File: config.mk
export PLATFORM = sky130hd
export DESIGN_NAME = midi_note_echo_generator_unit
export DESIGN_NICKNAME = d
export VERILOG_FILES = /design/src/hdl/mneg_pkg.sv /design/src/hdl/midi_note_echo_generator_unit.sv /design/src/hdl/mneg_ctrl.sv /design/src/hdl/mneg_dp.sv
export SDC_FILE = /design/constraint.sdc
export NUM_CORES = 2
export LEC_CHECK = 0
export BUFFER_PORTS_ARGS = -buffer_cell sky130_fd_sc_hd__buf_4
export CORE_ASPECT_RATIO = 0.7
export CORE_MARGIN = 2
export CORE_UTILIZATION = 28
export CTS_BUF_LIST = sky130_fd_sc_hd__clkbuf_4 sky130_fd_sc_hd__clkbuf_8
export CTS_CLUSTER_SIZE = 14
export DETAILED_ROUTE_END_ITERATION = 10
export PLACE_DENSITY = 0.54
export SETUP_SLACK_MARGIN = 0.4
export SLEW_MARGIN = 20
export SYNTH_ARGS = -nofsm -noshare
export SYNTH_HDL_FRONTEND = slang
export SYNTH_HIERARCHICAL = 1
export SYNTH_SLANG_ARGS = --single-unit
File: constraint.sdc
create_clock -name clk -period 11.68 [get_ports clk]
set_input_delay 1.752 -clock clk [delete_from_list [all_inputs] [get_ports clk]]
set_output_delay 1.752 -clock clk [all_outputs]
set_load 0.05 [all_outputs]
File: src/hdl/mneg_pkg.sv
// ----------------------------------------------------------------------------
// mneg_pkg: shared types and constants of the MIDI note echo generator
// Holds the controller states, the command and status bundles between
// controller and datapath, the slot record and the fixed field constants.
// ----------------------------------------------------------------------------
package mneg_pkg;

	// Request kinds on the input channel
	localparam logic ACT_EVENT = 1'b0;
	localparam logic ACT_TICK  = 1'b1;

	// Event kinds
	localparam logic [1:0] KIND_KEYON = 2'd0;
	localparam logic [1:0] KIND_NOTE  = 2'd1;

	// Register map, index into the register list
	localparam logic [1:0] REG_ECHO_DELAY     = 2'd0;
	localparam logic [1:0] REG_VELOCITY_STEP  = 2'd1;
	localparam logic [1:0] REG_PITCH_STEP     = 2'd2;
	localparam logic [1:0] REG_CHANNEL_FILTER = 2'd3;

	// Register reset values
	localparam logic [15:0] RST_ECHO_DELAY     = 16'd250;
	localparam logic [7:0]  RST_VELOCITY_STEP  = 8'hF6;
	localparam logic [7:0]  RST_PITCH_STEP     = 8'h00;
	localparam logic [4:0]  RST_CHANNEL_FILTER = 5'd0;

	localparam logic [15:0] KEYON_DURATION = 16'd100;
	localparam int          NOTE_LIMIT     = 128;

	// At most this many echoes leave on one tick
	localparam int MAX_ECHOES = 16;
	localparam int ECHO_CNT_W = 4;

	typedef enum logic [1:0] {
		ST_IDLE,
		ST_EVENT,
		ST_SCAN,
		ST_FLUSH
	} state_t;

	typedef struct packed {
		logic [31:0] due;
		logic [6:0]  pitch;
		logic [6:0]  velocity;
		logic [3:0]  channel;
		logic [15:0] duration;
	} slot_t;

	typedef struct packed {
		logic [3:0]  channel;
		logic [6:0]  pitch;
		logic [6:0]  velocity;
		logic [15:0] duration;
		logic [31:0] send_time;
	} result_t;

	typedef struct packed {
		logic capture;    // take the input request, clear index and count
		logic advance;    // step to the next slot
		logic ev_write;   // store the event in the current slot
		logic tk_free;    // release the current slot
		logic tk_echo;    // reschedule the current slot, load the pending echo
		logic push_pend;  // move the pending echo to the output register
		logic push_last;  // mark the moved echo as the last of the tick
	} cmd_t;

	typedef struct packed {
		logic ev_ok;       // captured event passes the filters
		logic slot_free;   // current slot is not busy
		logic slot_hit;    // current slot is busy and due
		logic echo_ok;     // shifted note stays in range
		logic idx_last;    // current slot is the last one
		logic cnt_last;    // this echo reaches the per-tick limit
		logic pend_valid;  // an echo waits in the pending register
		logic out_free;    // output register can take a result this cycle
	} sts_t;

endpackage

File: src/hdl/midi_note_echo_generator_unit.sv
// ----------------------------------------------------------------------------
// midi_note_echo_generator_unit: MIDI note echo generator
// Stores accepted notes in echo slots and emits shifted echoes on ticks.
// ----------------------------------------------------------------------------
// Usage:
//   The input channel (in_valid/in_stall) carries either a MIDI event
//   (action 0) or a time tick (action 1). A passing key-on or note takes the
//   lowest free slot, due echo_delay after its stamp. A tick visits each slot
//   at most once, emits one echo per due slot whose shifted note stays in range
//   and frees the others; at most 16 echoes leave per tick, the final one
//   with last set. Results come on out_valid/out_stall.
//   Timing: the slot walk visits one slot per cycle (one memory read port)
//   unless the scan holds for the receiver. An echo leaves one echo
//   later than it is found, or at the end of the tick for the final one.
//   While the output register is stalled and an echo is pending, the scan
//   holds on a new echo; it keeps walking over slots that need no output.
//   Reset clears all busy bits and loads the register defaults; no
//   clearing pass is needed. Write registers over APB only while idle.
// ----------------------------------------------------------------------------
module midi_note_echo_generator_unit #(
	parameter int ECHO_SLOTS = 16
) (
	input  logic        clk,
	input  logic        arst_n,
	// configuration
	input  logic        psel,
	input  logic        penable,
	input  logic        pwrite,
	input  logic [3:0]  paddr,
	input  logic [31:0] pwdata,
	output logic [31:0] prdata,
	output logic        pready,
	// request channel
	input  logic        in_valid,
	output logic        in_stall,
	input  logic        action,
	input  logic [1:0]  event_kind,
	input  logic [3:0]  channel,
	input  logic [6:0]  note_pitch,
	input  logic [6:0]  note_velocity,
	input  logic [15:0] note_duration,
	input  logic [31:0] stamp,
	// echo channel
	output logic        out_valid,
	input  logic        out_stall,
	output logic [3:0]  out_channel,
	output logic [6:0]  out_pitch,
	output logic [6:0]  out_velocity,
	output logic [15:0] out_duration,
	output logic [31:0] send_time,
	output logic        last
);
	import mneg_pkg::*;

	logic [15:0] echo_delay_q;
	logic [7:0]  velocity_step_q;
	logic [7:0]  pitch_step_q;
	logic [4:0]  channel_filter_q;
	logic        cfg_wr;

	cmd_t cmd;
	sts_t sts;

	assign pready = 1'b1;
	assign cfg_wr = psel && penable && pwrite;

	// register file, word addressed by paddr[3:2]
	always_ff @(posedge clk or negedge arst_n) begin
		if (!arst_n) begin
			echo_delay_q     <= RST_ECHO_DELAY;
			velocity_step_q  <= RST_VELOCITY_STEP;
			pitch_step_q     <= RST_PITCH_STEP;
			channel_filter_q <= RST_CHANNEL_FILTER;
		end else if (cfg_wr) begin
			unique case (paddr[3:2])
				REG_ECHO_DELAY:     echo_delay_q     <= pwdata[15:0];
				REG_VELOCITY_STEP:  velocity_step_q  <= pwdata[7:0];
				REG_PITCH_STEP:     pitch_step_q     <= pwdata[7:0];
				REG_CHANNEL_FILTER: channel_filter_q <= pwdata[4:0];
				default: ;
			endcase
		end
	end

	always_comb begin
		unique case (paddr[3:2])
			REG_ECHO_DELAY:     prdata = {16'd0, echo_delay_q};
			REG_VELOCITY_STEP:  prdata = {24'd0, velocity_step_q};
			REG_PITCH_STEP:     prdata = {24'd0, pitch_step_q};
			REG_CHANNEL_FILTER: prdata = {27'd0, channel_filter_q};
			default:            prdata = '0;
		endcase
	end

	// sequencer: walk slots, decide store, free, echo or hold
	mneg_ctrl u_ctrl (
		.clk       (clk),
		.arst_n    (arst_n),
		.in_valid  (in_valid),
		.in_action (action),
		.in_stall  (in_stall),
		.sts       (sts),
		.cmd       (cmd)
	);

	// slot memory, busy bits, pending echo and output register
	mneg_dp #(
		.ECHO_SLOTS (ECHO_SLOTS)
	) u_dp (
		.clk                (clk),
		.arst_n             (arst_n),
		.cmd                (cmd),
		.sts                (sts),
		.event_kind         (event_kind),
		.channel            (channel),
		.note_pitch         (note_pitch),
		.note_velocity      (note_velocity),
		.note_duration      (note_duration),
		.stamp              (stamp),
		.cfg_echo_delay     (echo_delay_q),
		.cfg_velocity_step  (velocity_step_q),
		.cfg_pitch_step     (pitch_step_q),
		.cfg_channel_filter (channel_filter_q),
		.out_valid          (out_valid),
		.out_stall          (out_stall),
		.out_channel        (out_channel),
		.out_pitch          (out_pitch),
		.out_velocity       (out_velocity),
		.out_duration       (out_duration),
		.send_time          (send_time),
		.last               (last)
	);

endmodule

File: src/hdl/mneg_ctrl.sv
// ----------------------------------------------------------------------------
// mneg_ctrl: sequencer of the MIDI note echo generator
// Walks the echo slots one per cycle for events and ticks (a tick holds on
// a stalled output) and steers the pending and output datapath registers.
// ----------------------------------------------------------------------------
module mneg_ctrl (
	input  logic          clk,
	input  logic          arst_n,
	input  logic          in_valid,
	input  logic          in_action,
	output logic          in_stall,
	input  mneg_pkg::sts_t sts,
	output mneg_pkg::cmd_t cmd
);
	import mneg_pkg::*;

	state_t state_q;
	state_t state_nxt;

	always_ff @(posedge clk or negedge arst_n) begin
		if (!arst_n) begin
			state_q <= ST_IDLE;
		end else begin
			state_q <= state_nxt;
		end
	end

	always_comb begin
		state_nxt = state_q;
		unique case (state_q)
			ST_IDLE: begin
				if (in_valid) begin
					state_nxt = (in_action == ACT_TICK) ? ST_SCAN : ST_EVENT;
				end
			end
			ST_EVENT: begin
				if (!sts.ev_ok || sts.slot_free || sts.idx_last) begin
					state_nxt = ST_IDLE;
				end
			end
			ST_SCAN: begin
				if (!sts.slot_hit || !sts.echo_ok) begin
					if (sts.idx_last) begin
						state_nxt = ST_FLUSH;
					end
				end else if (!sts.pend_valid || sts.out_free) begin
					if (sts.idx_last || sts.cnt_last) begin
						state_nxt = ST_FLUSH;
					end
				end
			end
			ST_FLUSH: begin
				if (!sts.pend_valid || sts.out_free) begin
					state_nxt = ST_IDLE;
				end
			end
			default: state_nxt = ST_IDLE;
		endcase
	end

	always_comb begin
		cmd      = '0;
		in_stall = 1'b1;
		unique case (state_q)
			ST_IDLE: begin
				in_stall    = 1'b0;
				cmd.capture = in_valid;
			end
			ST_EVENT: begin
				if (sts.ev_ok) begin
					if (sts.slot_free) begin
						cmd.ev_write = 1'b1;
					end else begin
						cmd.advance = 1'b1;
					end
				end
			end
			ST_SCAN: begin
				if (!sts.slot_hit) begin
					cmd.advance = 1'b1;
				end else if (!sts.echo_ok) begin
					cmd.tk_free = 1'b1;
					cmd.advance = 1'b1;
				end else if (!sts.pend_valid || sts.out_free) begin
					// hold while an older echo cannot leave
					cmd.tk_echo   = 1'b1;
					cmd.advance   = 1'b1;
					cmd.push_pend = sts.pend_valid;
				end
			end
			ST_FLUSH: begin
				if (sts.pend_valid && sts.out_free) begin
					cmd.push_pend = 1'b1;
					cmd.push_last = 1'b1;
				end
			end
			default: begin
				cmd      = '0;
				in_stall = 1'b1;
			end
		endcase
	end

	a_push_safe: assert property (@(posedge clk) disable iff (!arst_n)
		cmd.push_pend |-> (sts.pend_valid && sts.out_free))
		else $error("pending echo pushed onto an occupied output");

	a_write_free: assert property (@(posedge clk) disable iff (!arst_n)
		cmd.ev_write |-> (sts.ev_ok && sts.slot_free && state_q == ST_EVENT))
		else $error("event stored outside a free slot");

endmodule

File: src/hdl/mneg_dp.sv
// ----------------------------------------------------------------------------
// mneg_dp: datapath of the MIDI note echo generator
// Holds the captured request, the slot memory and busy bits, the scan index,
// the echo count, the pending echo and the output register.
// ----------------------------------------------------------------------------
module mneg_dp #(
	parameter int ECHO_SLOTS = 16
) (
	input  logic           clk,
	input  logic           arst_n,
	input  mneg_pkg::cmd_t cmd,
	output mneg_pkg::sts_t sts,
	input  logic [1:0]     event_kind,
	input  logic [3:0]     channel,
	input  logic [6:0]     note_pitch,
	input  logic [6:0]     note_velocity,
	input  logic [15:0]    note_duration,
	input  logic [31:0]    stamp,
	input  logic [15:0]    cfg_echo_delay,
	input  logic [7:0]     cfg_velocity_step,
	input  logic [7:0]     cfg_pitch_step,
	input  logic [4:0]     cfg_channel_filter,
	output logic           out_valid,
	input  logic           out_stall,
	output logic [3:0]     out_channel,
	output logic [6:0]     out_pitch,
	output logic [6:0]     out_velocity,
	output logic [15:0]    out_duration,
	output logic [31:0]    send_time,
	output logic           last
);
	import mneg_pkg::*;

	localparam int            IW       = (ECHO_SLOTS > 1) ? $clog2(ECHO_SLOTS) : 1;
	localparam logic [IW-1:0] LAST_IDX = IW'(ECHO_SLOTS - 1);

	// captured request
	logic [1:0]  kind_q;
	logic [3:0]  chan_q;
	logic [6:0]  pitch_q;
	logic [6:0]  vel_q;
	logic [15:0] dur_q;
	logic [31:0] stamp_q;

	logic [IW-1:0]         idx_q;
	logic [IW-1:0]         idx_inc;
	logic [IW-1:0]         rd_addr;
	logic [ECHO_CNT_W-1:0] cnt_q;
	logic [ECHO_SLOTS-1:0] busy_q;

	slot_t mem [ECHO_SLOTS];
	slot_t slot_rd_q;
	slot_t mem_wd;
	logic  mem_we;

	logic              pend_valid_q;
	result_t           pend_q;
	logic              out_valid_q;
	result_t           out_q;
	logic              last_q;

	logic signed [8:0] v_sum;
	logic signed [8:0] p_sum;
	logic [31:0]       due_diff;
	logic              chan_match;
	logic [4:0]        chan_code;
	logic [31:0]       delay_ext;

	always_ff @(posedge clk) begin
		if (cmd.capture) begin
			kind_q  <= event_kind;
			chan_q  <= channel;
			pitch_q <= note_pitch;
			vel_q   <= note_velocity;
			dur_q   <= note_duration;
			stamp_q <= stamp;
		end
	end

	assign idx_inc = (idx_q == LAST_IDX) ? '0 : idx_q + 1'b1;

	// read ahead: the next slot while advancing, the same slot while holding
	always_comb begin
		if (cmd.capture) begin
			rd_addr = '0;
		end else if (cmd.advance || cmd.ev_write) begin
			rd_addr = idx_inc;
		end else begin
			rd_addr = idx_q;
		end
	end

	always_ff @(posedge clk or negedge arst_n) begin
		if (!arst_n) begin
			idx_q  <= '0;
			cnt_q  <= '0;
			busy_q <= '0;
		end else begin
			if (cmd.capture) begin
				idx_q <= '0;
				cnt_q <= '0;
			end else begin
				if (cmd.advance) begin
					idx_q <= idx_inc;
				end
				if (cmd.tk_echo) begin
					cnt_q <= cnt_q + 1'b1;
				end
			end
			if (cmd.ev_write) begin
				busy_q[idx_q] <= 1'b1;
			end else if (cmd.tk_free) begin
				busy_q[idx_q] <= 1'b0;
			end
		end
	end

	assign delay_ext = {16'd0, cfg_echo_delay};
	assign v_sum     = $signed({2'b00, slot_rd_q.velocity})
		+ $signed({cfg_velocity_step[7], cfg_velocity_step});
	assign p_sum     = $signed({2'b00, slot_rd_q.pitch})
		+ $signed({cfg_pitch_step[7], cfg_pitch_step});
	assign due_diff  = stamp_q - slot_rd_q.due;

	always_comb begin
		mem_we = cmd.ev_write || cmd.tk_echo;
		if (cmd.ev_write) begin
			mem_wd.due      = stamp_q + delay_ext;
			mem_wd.pitch    = pitch_q;
			mem_wd.velocity = vel_q;
			mem_wd.channel  = chan_q;
			mem_wd.duration = (kind_q == KIND_KEYON) ? KEYON_DURATION : dur_q;
		end else begin
			mem_wd.due      = slot_rd_q.due + delay_ext;
			mem_wd.pitch    = p_sum[6:0];
			mem_wd.velocity = v_sum[6:0];
			mem_wd.channel  = slot_rd_q.channel;
			mem_wd.duration = slot_rd_q.duration;
		end
	end

	always_ff @(posedge clk) begin
		if (mem_we) begin
			mem[idx_q] <= mem_wd;
		end
		slot_rd_q <= mem[rd_addr];
	end

	assign chan_code  = {1'b0, chan_q} + 5'd1;
	assign chan_match = (cfg_channel_filter == 5'd0) || (cfg_channel_filter == chan_code);

	always_comb begin
		sts.ev_ok      = chan_match && (vel_q != 7'd0)
			&& ((kind_q == KIND_KEYON) || (kind_q == KIND_NOTE));
		sts.slot_free  = !busy_q[idx_q];
		sts.slot_hit   = busy_q[idx_q] && !due_diff[31];
		sts.echo_ok    = (v_sum > 9'sd0) && (v_sum < NOTE_LIMIT)
			&& !p_sum[8] && (p_sum < NOTE_LIMIT);
		sts.idx_last   = (idx_q == LAST_IDX);
		sts.cnt_last   = (cnt_q == ECHO_CNT_W'(MAX_ECHOES - 1));
		sts.pend_valid = pend_valid_q;
		sts.out_free   = !out_valid_q || !out_stall;
	end

	// pending echo: waits until the next echo or the end of the tick tells
	// whether it is the last one
	always_ff @(posedge clk or negedge arst_n) begin
		if (!arst_n) begin
			pend_valid_q <= 1'b0;
			out_valid_q  <= 1'b0;
		end else begin
			if (cmd.tk_echo) begin
				pend_valid_q <= 1'b1;
			end else if (cmd.push_pend) begin
				pend_valid_q <= 1'b0;
			end
			if (cmd.push_pend) begin
				out_valid_q <= 1'b1;
			end else if (!out_stall) begin
				out_valid_q <= 1'b0;
			end
		end
	end

	always_ff @(posedge clk) begin
		if (cmd.tk_echo) begin
			pend_q.channel   <= slot_rd_q.channel;
			pend_q.pitch     <= p_sum[6:0];
			pend_q.velocity  <= v_sum[6:0];
			pend_q.duration  <= slot_rd_q.duration;
			pend_q.send_time <= slot_rd_q.due;
		end
		if (cmd.push_pend) begin
			out_q  <= pend_q;
			last_q <= cmd.push_last;
		end
	end

	assign out_valid    = out_valid_q;
	assign out_channel  = out_q.channel;
	assign out_pitch    = out_q.pitch;
	assign out_velocity = out_q.velocity;
	assign out_duration = out_q.duration;
	assign send_time    = out_q.send_time;
	assign last         = last_q;

	a_echo_keeps_pend: assert property (@(posedge clk) disable iff (!arst_n)
		(cmd.tk_echo && pend_valid_q) |-> cmd.push_pend)
		else $error("pending echo overwritten");

	a_store_sets_busy: assert property (@(posedge clk) disable iff (!arst_n)
		cmd.ev_write |=> busy_q[$past(idx_q)])
		else $error("stored slot not marked busy");

endmodule
==> summary.md <==
| Metric | Value |
|---|---|
| Peak VDD IR | 0.0002245 V |
| Status | finished clean |
| Post-synth ARST share | 4.683% |
| Largest net degree at the start of global routing | 134 |
| RSZ-0062 raised after global routing | false |
| Pwr Density | 251.9 mW/mm² |
| Area grow syn2layout | 16.01% |
| Post-CTS Hold Fix Bufs | 0 |
| Skew-Pair Late Insertion Delay | 0.88 ns |
| Worst-path clk slew | 0.07 ns |
| H-tree depth | 4 |
| Buffers added on ports | 178 |
| Fmax | 134.9 MHz |
| Syn avg cell area | 19.91 µm² |
| TNS Setup | 0 ns |
| EDFF count, synth | 1257 |
| CTS Root Cell | clkbuf_8 |
| DR iter-0 viols | 2560 |
| Area occupied by multi-input gates | 0.01249 mm² |
| Syn Std Cell Area | 0.05375 mm² |
| Die Y | 370.6 µm |
| Worst slew margin | 16.44% |
| Overflow after GRT | 0 |
| Vias post-DR | 27019 |
| Num Clock Sinks | 1388 |
| Die footprint | 0.1956 mm² |
| Row count | 134 |
| Core area | 0.1906 mm² |
| Yosys warns | 6 |
| Maximum root-to-sink buffer count | 4 |
| Final Power | 15.71 mW |
| Wire per inst | 24.10 µm |
| Total track usage | 13.75% |
| Vias in the first global route | 27200 |
| Crit-path max FO | 88 |
| Setup Fix Bufs, Post-CTS | 0 |
| Sequential Area | 0.04071 mm² |
| Via-to-Cell Ratio | 4.746 |
| Final Hold Fails | 0 |
| Ys flop type | edfxtp_1 |
| Worst endpoint required time | 12.43 ns |
| Max-capacitance violation count | 0 |
| CTS resizes | 0 |
| Cell variety after synth | 69 |
| Min Tclk post-route | 7.412 ns |
| Hold Slack | 0.3850 ns |
| Sequential element share of the synthesized area | 75.73% |
| Hold Path Class | flip-flop to flip-flop |
| Crit share post-route | 63.46% |
| Area leader, netlist | edfxtp_1 |
| CP startpoint kind | flip-flop |
| First-pass GRT wire length | 196.2 mm |
| Static Leak | 20.59 nW |
| Max-slew violation total from the final report | 0 |
| Least-Margin Pin Slew | 1.253 ns |
| CTS tree | built |
| Filler instances | 18081 |
| Detailed placement HPWL | 74.31 mm |
| First-pass DRT Iterations | 8 |
| Fin nets | 3205 |
| WP data arrival | 8.16 ns |
| Antenna violations before repair | 5 |
| Synthesized instance count | 2700 |
| DIE WIDTH | 527.7 µm |
| Drt drc | 0 |
| DRT Wirelength | 137.2 mm |
| Synth top area share | 70.22% |
| Worst-case clock skew | 0.05609 ns |
| Crit path kind | flip-flop to flip-flop |
| Layout cells sized above 1 | 30.24% |
| Synth top area cells | edfxtp_1 (70%), mux4_2 (11%), dfrtp_1 (2.5%) |
| # IOs | 214 |
| Gpl congestion | 0.7681 |
| CP endpoint kind | flip-flop |
| Final setup vio count | 0 |
| Routed Antenna Nets | 0 |
| #FFs+latches synth | 1388 |
| Starting Density | 28.20% |
| CTS buffer count | 201 |
-- metal layers --
metal / GRT usage, % / routed length, µm
met5: 0 / 8
met4: 2.779 / 1984
met3: 3.394 / 10130
met2: 20.71 / 61300
met1: 20.07 / 63780
-- synth_stat cells (4+ instances only) --
cell type,instances
a21o_1,14
mux2_2,51
a32o_1,12
nor3_1,12
a211o_1,4
o21a_1,8
o21ai_0,65
clkbuf_1,71
mux4_2,274
o41ai_1,4
a21oi_1,39
inv_1,53
buf_1,9
o2111ai_1,4
dfstp_2,12
o31ai_1,4
nor2b_1,16
dfxtp_1,66
nor2_1,63
nand4_1,5
and3_1,11
nor4_1,4
ha_1,71
edfxtp_1,1257
and2_1,19
buf_2,20
dfrtp_1,53
a22oi_1,132
mux2i_1,19
a211oi_1,12
nand2_1,135
buf_4,22
xnor2_1,19
nand3_1,30
xor2_1,27
buf_6,14
o211ai_1,7
nand2b_1,5
a22o_1,13
-- cells by family (layout without fill, tap and decap cells) --
kind of cell / Yosys count / count (layout) / synth area share, %
and+or+nand+nor: 314 / 314 / 2.677
other: 2 / 19 / 0.01397
xor gates and xnor gates: 46 / 46 / 0.7495
adders and majority gates: 74 / 74 / 1.764
AOI/OAI and AO/OA: 342 / 342 / 4.437
muxes: 344 / 344 / 12.90
buffers and inverters: 190 / 650 / 1.722
DFF: 1388 / 1388 / 75.73
-- through the flow --
| step | std cells | cell area, µm² | util [%] | worst slack [ns] |
|---|---|---|---|---|
| 2_1_floorplan | 2715 | 53810 | - | 2.618 |
| 3_3_place_gp | 5330 | 58220 | 30.54 | 4.267 |
| 3_5_place_dp | 5330 | 58230 | 30.54 | 4.187 |
| 4_1_cts | 5689 | 62170 | 32.62 | 4.226 |
| 5_1_grt | 5692 | 62360 | 32.71 | 3.673 |
| 6_report | 5693 | 62360 | 32.71 | 4.268 |
-- report_power, final --
group	internal (mW)	total, mW	switching, mW
sequential	6.75	7.02	0.270
clock	2.01	3.87	1.86
combinational	1.82	4.82	3.00
total	10.6	15.7	5.13
-- state kept, by name (all words and copies together), names as in the netlist, 5 cells and up, named ones only --
signal and count:
u_dp/send_time 32, u_dp/slot_rd_q 66, u_dp/stamp_q 32, u_dp/vel_q 7
u_dp/pitch_q 7, u_dp/pend_q 66, u_dp/out_duration 16, u_dp/out_velocity 7
u_dp/mem 1056, u_dp/out_pitch 7, velocity_step_q 8, channel_filter_q 5
pitch_step_q 8, echo_delay_q 16, u_dp/dur_q 16
-- cell type report --
| cell class | instances | area share, % |
|---|---|---|
| inverter | 54 | 0.3250 |
| multi-input combinational | 1137 | 20.03 |
| antenna | 2 | 0.008026 |
| sequential | 1388 | 65.28 |
| clock buffer | 296 | 5.810 |
| tap | 2516 | 5.048 |
| clock inverter | 63 | 0.5197 |
| timing repair buffer | 237 | 2.983 |
-- cell usage in the layout (no fill, tap or decap), types with 9 or more instances in the layout --
master / instances
a211oi_1: 11
a21o_1: 13
a21oi_1: 36
a22o_1: 13
a22oi_1: 132
a32o_1: 12
and2_1: 10
and2_4: 9
and3_1: 10
buf_4: 231
clkbuf_4: 72
clkbuf_8: 224
clkinv_1: 28
clkinv_2: 29
conb_1: 17
dfrtp_1: 53
dfstp_2: 12
dfxtp_1: 66
edfxtp_1: 1257
ha_1: 71
inv_1: 52
mux2_2: 51
mux2i_1: 19
mux4_2: 274
nand2_1: 135
nand3_1: 30
nor2_1: 50
nor2_4: 11
nor2b_1: 16
nor3_1: 12
o21ai_0: 65
xnor2_1: 13
xor2_1: 15
xor2_2: 12
-- critical path, stage by stage (launching register included) --
cell and delay [ns]:
dfrtp_1 0.58, ha_1 0.27, inv_1 0.06, fa_1 0.41, nor2b_1 0.12, o21ai_0 0.11
a21oi_1 0.29, o31ai_1 0.16, a32o_1 0.29, nor4_2 0.95, nand3_1 0.14, nand2_1 0.11
a21boi_0 0.09, buf_4 0.17, nor2_1 0.37, or3_1 0.19, a21o_4 0.42, buf_12 0.57
buf_4 0.81, mux4_2 0.62, a22oi_1 0.20, nand2_1 0.13
-- path summary, 6_finish.rpt --
path,start,end,slack (ns),cells after the start
setup / recovery,velocity_step_q[0]$_DFFE_PN0P_,u_dp/slot_rd_q[55]$_DFF_P_,4.27,21
hold / removal,u_dp/pend_q[27]$_DFFE_PP_,u_dp/send_time[27]$_DFFE_PP_,0.39,0
setup reg to reg,velocity_step_q[0]$_DFFE_PN0P_,u_dp/slot_rd_q[55]$_DFF_P_,4.27,21
hold reg to reg,u_dp/pend_q[27]$_DFFE_PP_,u_dp/send_time[27]$_DFFE_PP_,0.39,0
max in group asynchronous,arst_n,asynchronous set/reset pin,9.98,1
min in group asynchronous,arst_n,echo_delay_q[15]$_DFFE_PN0P_,1.06,1
(Power assumes the default switching activity.)
